$ cat config.mk
export PLATFORM = sky130hd
export DESIGN_NAME = fowm_div
export DESIGN_NICKNAME = d
export VERILOG_FILES = /design/src/rtl/fowm_pkg.sv /design/src/rtl/fowm_div.sv
export SDC_FILE = /design/constraint.sdc
export NUM_CORES = 1
export LEC_CHECK = 0
export ABC_AREA = 1
export BUFFER_PORTS_ARGS = -buffer_cell sky130_fd_sc_hd__buf_2
export CAP_MARGIN = 20
export CORE_ASPECT_RATIO = 1.4
export CORE_UTILIZATION = 30
export CTS_CLUSTER_DIAMETER = 80
export DETAILED_ROUTE_END_ITERATION = 10
export PLACE_DENSITY = 0.45
export SLEW_MARGIN = 20
export SYNTH_ARGS = -nofsm -noshare
export SYNTH_HDL_FRONTEND = slang
export SYNTH_SLANG_ARGS = --single-unit
$ cat constraint.sdc
create_clock -name aclk -period 4 [get_ports aclk]
set_input_delay 0.6 -clock aclk [delete_from_list [all_inputs] [get_ports aclk]]
set_output_delay 0.6 -clock aclk [all_outputs]
set_load 0.005 [all_outputs]
$ cat src/rtl/fowm_pkg.sv
// ----------------------------------------------------------------------------
// fowm_pkg
// Shared sizes and codes for the FIFO occupancy and wait monitor.
// ----------------------------------------------------------------------------
`timescale 1ns / 1ps
`default_nettype none

package fowm_pkg;

    localparam int DEPTH       = 64;
    localparam int PTR_W       = $clog2(DEPTH);
    localparam int CNT_W       = $clog2(DEPTH + 1);

    localparam int TIME_W      = 32;
    localparam int ID_W        = 16;
    localparam int ENTRY_W     = ID_W + TIME_W;

    localparam int INTEG_W     = 40;
    localparam int WAIT_W      = 48;
    localparam int SERVED_W    = 32;
    localparam int FRAC_W      = 8;
    localparam int LEN_OUT_W   = 7;
    localparam int AVG_LEN_W   = 15;
    localparam int AVG_WAIT_W  = 40;

    localparam int PROD_W      = CNT_W + TIME_W;
    localparam int INTEG_SUM_W = ((INTEG_W > PROD_W) ? INTEG_W : PROD_W) + 1;
    localparam int WAIT_SUM_W  = WAIT_W + 1;

    // shared serial divider sizing
    localparam int DIVIDEND_W  = WAIT_W + FRAC_W;
    localparam int DIVISOR_W   = 32;
    localparam int DIV_CNT_W   = $clog2(DIVIDEND_W + 1);

    localparam logic [1:0] CMD_ADD       = 2'd0;
    localparam logic [1:0] CMD_REMOVE    = 2'd1;

    localparam logic [1:0] STATUS_OK     = 2'd0;
    localparam logic [1:0] STATUS_EMPTY  = 2'd1;
    localparam logic [1:0] STATUS_FULL   = 2'd2;

endpackage

`default_nettype wire

$ cat src/rtl/fowm_div.sv
// ----------------------------------------------------------------------------
// fowm_div
// Restoring serial divider, one quotient bit per cycle.
// ----------------------------------------------------------------------------
`timescale 1ns / 1ps
`default_nettype none

module fowm_div (
    input  wire logic                              aclk,
    input  wire logic                              aresetn,
    input  wire logic                              start,
    input  wire logic [fowm_pkg::DIVIDEND_W-1:0]   dividend,
    input  wire logic [fowm_pkg::DIVISOR_W-1:0]    divisor,
    output logic                                   done,
    output logic [fowm_pkg::DIVIDEND_W-1:0]        quotient
);

    logic                               busy_reg;
    logic                               done_reg;
    logic [fowm_pkg::DIV_CNT_W-1:0]     cnt_reg;
    logic [fowm_pkg::DIVIDEND_W-1:0]    quo_reg;
    logic [fowm_pkg::DIVISOR_W-1:0]     rem_reg;
    logic [fowm_pkg::DIVISOR_W-1:0]     dvsr_reg;

    logic [fowm_pkg::DIVISOR_W:0]       rem_shift;
    logic                               ge;
    logic [fowm_pkg::DIVISOR_W:0]       rem_diff;
    logic [fowm_pkg::DIVISOR_W-1:0]     rem_next;
    logic [fowm_pkg::DIVIDEND_W-1:0]    quo_next;

    always_comb begin
        rem_shift = {rem_reg, quo_reg[fowm_pkg::DIVIDEND_W-1]};
        ge        = rem_shift >= {1'b0, dvsr_reg};
        rem_diff  = rem_shift - {1'b0, dvsr_reg};
        rem_next  = ge ? rem_diff[fowm_pkg::DIVISOR_W-1:0]
                       : rem_shift[fowm_pkg::DIVISOR_W-1:0];
        quo_next  = {quo_reg[fowm_pkg::DIVIDEND_W-2:0], ge};
    end

    always_ff @(posedge aclk) begin
        if (!aresetn) begin
            busy_reg <= 1'b0;
            done_reg <= 1'b0;
            cnt_reg  <= '0;
        end else begin
            done_reg <= 1'b0;
            if (start) begin
                busy_reg <= 1'b1;
                cnt_reg  <= fowm_pkg::DIV_CNT_W'(fowm_pkg::DIVIDEND_W);
                quo_reg  <= dividend;
                rem_reg  <= '0;
                dvsr_reg <= divisor;
            end else if (busy_reg) begin
                quo_reg <= quo_next;
                rem_reg <= rem_next;
                cnt_reg <= cnt_reg - 1'b1;
                if (cnt_reg == fowm_pkg::DIV_CNT_W'(1)) begin
                    busy_reg <= 1'b0;
                    done_reg <= 1'b1;
                end
            end
        end
    end

    assign done     = done_reg;
    assign quotient = quo_reg;

endmodule

`default_nettype wire

Word level (Yosys, flattened, before mapping). Index checks and enable logic that the tools add are counted.

Add/subtract/negate cells: 2. Order comparisons: 1. Eq/ne operators: 1. Mux-type cells: 10. Bitwise logic cells: 2. Reductions and logical operators: 5.

Operators by type and width (number): $mux 56 (2); $mux 32 (2); $ge 33x32->1 (1); $sub 32x32->32 (1); $mux 6 (2); $eq 6x1->1 const B (1); $sub 6x1->6 const B (1); $mux 1 (4); $reduce_and 2->1 (2); $reduce_or 3->1 (1); $not 1->1 (2); $reduce_bool 2->1 (1); $reduce_or 2->1 (1).

Flip-flop bits (word level): 128. Bits of input ports: 91. Output and inout bits: 57. Logic and storage cells: 28.

Logic depth before layout (Yosys ltp).
Depth after elaboration: 4. Mapped depth: 17. Mapped depth without buffers: 15.

Least setup slack after synthesis. Ideal clock, no wire load.

Kind: input-to-reg. Start: in start. End: reg quo_reg, in the netlist quotient[0], enable pin. Library setup time: 0.449 ns. Arrival time: 3.087 ns. Data required time: 3.551 ns. Setup slack: 0.464 ns. Stages: 4. Path buffers: 2. Path through: clkbuf_1 clkbuf_1 nand2_1 nand2_1.

Cells in the longest elaborated chain, start to end: 2.

Ends and longest elaborated chain: start, declared (RTL line fowm_div.sv:11) `input wire logic start,`; $reduce_bool 2->1 (no line); $reduce_and 2->1 (no line); end signal, assigned (RTL line fowm_div.sv:50) `quo_reg <= dividend;`; end signal, assigned (RTL line fowm_div.sv:54) `quo_reg <= quo_next;`; end, declared (RTL line fowm_div.sv:21) `logic [fowm_pkg::DIVIDEND_W-1:0] quo_reg;`.

Every way passes these cells. A chain may end at the register's enable or synchronous reset.

Worst setup path after layout.
Start: reg rem_reg[25] (netlist bit). End: reg rem_reg[22] (netlist bit), data pin.

Cells in the longest elaborated chain, start to end: 3.

Ends and longest elaborated chain: start, declared (RTL line fowm_div.sv:22) `logic [fowm_pkg::DIVISOR_W-1:0] rem_reg;`; start signal, assigned (RTL line fowm_div.sv:55) `rem_reg <= rem_next;`; $ge 33x32->1 (RTL line fowm_div.sv:33) `ge = rem_shift >= {1'b0, dvsr_reg};`; $mux 32 (RTL line fowm_div.sv:35) `rem_next = ge ? rem_diff[fowm_pkg::DIVISOR_W-1:0]`; $mux 32 (RTL line fowm_div.sv:53) `end else if (busy_reg) begin`.

Every way passes these cells. The select of a mux whose other input is x is not followed.

==> flow_summary.ini <==
[clocking]
cts_setup_buffers = 0
cts_hold_buffers = 0
cts-root-buf = clkbuf_16
path_clk_slew_ns = 0.07
htree_num_levels = 4
clk_path_buf_depth = 2
cts_sinks = 128
numCtsBuffers = 17
cts_tree = done
clkLatencyLatePin_ns = 0.43
post_cts_resized = 0

[grt]
overflow = 0
grt_start_max_net_pins = 59
antenna_found_initial = 1
grt_pass1_vias = 6962
grt_pass1_wl_mm = 36.5
grt_use_total_pct = 17.5

[cells_and_area]
fin_util_pct = 37.1
fin_area_sq_um = 9740
layout_common_cells = nand2_1, inv_1, buf_2
layout-drive-gt1-share_pct = 16.5
final_common_cell = nand2_1
largest_reg_flops = 56
fill_cells = 2805
area_growth_pct = 21.0
final_nets = 1340

[detailed_routing]
wl_mm = 22.9
ant_nets = 0
drt_iter0_drc = 300
first_pass_iters = 5
vias_per_cell = 4.39
vias = 6821
drc_errors = 0
wl_per_cell_um = 14.8

[synth]
synthCells = 1067
synth_seq_cells = 128
synth.net_count = 1193
ys_warn_count = 0
synth_top_area_share_pct = 44.8
netlist_area_sq_um = 8050
synth.distinct_cells = 35
seq_area_frac_synth_pct = 46.8
synth_top_cell_by_area = edfxtp_1
avgSynthCellArea_sq_um = 7.54
netlist_top_cells_area = edfxtp_1, nand2_1, inv_1, ha_1, nor2_1

[worst_setup_path]
crit_type = register to register
end_kind = register
cp.required_ns = 4.18
path_max_fanout = 18
crit_chain = ha_1 > nand2_1 > nand2_1 > nand2_1 > and2_1 > nor2_1 > nor2_2 > nand2_2 > nor2_4 > buf_4 > nand3b_1 > nand2_1 > nor2_1
worst_setup_path_start_kind = register
cp.arrival_ns = 3.07
path_delay_family = simple AND/OR/NAND/NOR gates
cp_slowest_cell = nor2_4
cp_common_cell = nand2_1
crit_buf_inv = 1
critPathMaxStageDelay_ns = 0.50

[floorplan]
die_h_um = 196
fp.dieW_um = 140
fp.dieArea_sq_um = 27500
start_util_pct = 30.6
num_rows = 70
core_sq_um = 26300
io_pins = 148

[timing]
final_max_slew_viol_count = 0
rsz0062_at_grt = no
fin_skew_ns = 0.0117
setup_viol = 0
finalSetupTns_ns = 0
finalHoldViolCount = 0
worst_slew_pin_slew_ns = 0.754
fin_crit_sh_pct = 72.3
slew_headroom_pct = 49.6
layout_min_cycle_time_ns = 2.89
fmax_mhz = 346

[min_path]
holdCritPathClass = input pin to register

[placed_design]
dpl_cell_area_sq_um = 9120
numPortBuffers = 147
place_congestion = 0.852
hpwl_mm = 16.8

[power_and_ir_drop]
ir_worst_vdd_v = 0.000293
p_leak_nw = 5.05
p_per_area_nw_per_um2 = 474

[outcome]
status = finished, final reports clean

[run]
maxCapViolCount = 0
[cell families after synthesis]
kind of cell	Yosys count	synth area share (%)
adders and majority gates	35	5.54
buffers and inverters	199	10.0
DFF	128	46.8
and+or+nand+nor	660	33.9
AOI/OAI and AO/OA	29	1.97
xor gates and xnor gates	16	1.74
[synth_stat cells, drive strengths merged]
master  instances
a31oi           2
nor3            8
nand4           3
nor3b           1
buf            12
clkbuf         14
a21oi          21
o21bai          1
fa              1
and2           10
edfxtp        120
a211oi          1
o21ai           3
o21a            1
inv           172
nor2          113
and3            2
dfxtp           8
nand2         464
nand3          32
clkinv          1
xnor2           2
nand3b         27
xor2           14
ha             34
[final timing paths]
check                    from           to  slack [ns]  cells after the start
hold / removal     divisor[8]  dvsr_reg[8]        0.34                      1
hold reg to reg    cnt_reg[1]   cnt_reg[1]        0.49                      2
setup reg to reg  rem_reg[25]  rem_reg[22]        1.11                     13
setup / recovery  rem_reg[25]  rem_reg[22]        1.11                     13
[stage by stage]
step	hold WS, ns	std cells	setup WS, ns	total power, W
global placement	0.484	1519	1.15	0.00298
finish	0.341	1552	1.11	0.00462
floorplan	0.458	1067	0.464	0.00259
detailed placement	0.484	1519	1.13	0.00297
global route	0.330	1551	0.977	0.00490
CTS	0.320	1551	1.11	0.00468
[power by group]
part           switching, W  total, W  internal [W]
Sequential        0.0000671   0.00171       0.00164
Combinational      0.000791   0.00123      0.000434
Clock              0.000644   0.00169       0.00104
Total               0.00150   0.00462       0.00312
[layer usage]
layer / share of wire [%] / track usage [%] / wire [um]
met1: 42 / 20.0 / 9700
met4: 2.6 / 7.04 / 603
met3: 5.0 / 4.22 / 1140
met2: 50 / 31.3 / 11500
met5: 0 / 0 / 0
[cell type report]
type	count	area, sq um	area share [%]
Antenna cell	1	2.50	0.0257
Tap cell	324	405	4.16
Sequential cell	128	3760	38.7
Inverter	173	651	6.68
Timing Repair Buffer	154	813	8.35
Multi-Input combinational cell	740	3480	35.8
Clock inverter	14	189	1.94
Clock buffer	18	429	4.41
[worst register-to-register path: stages, from the launching register on]
cell and delay, ns:
edfxtp_1 0.42, ha_1 0.44, nand2_1 0.12, nand2_1 0.07, nand2_1 0.05, and2_1 0.17, nor2_1 0.07, nor2_2 0.14
nand2_2 0.08, nor2_4 0.50, buf_4 0.34, nand3b_1 0.10, nand2_1 0.09, nor2_1 0.05
No activity file was read; power rests on OpenSTA's default activity.
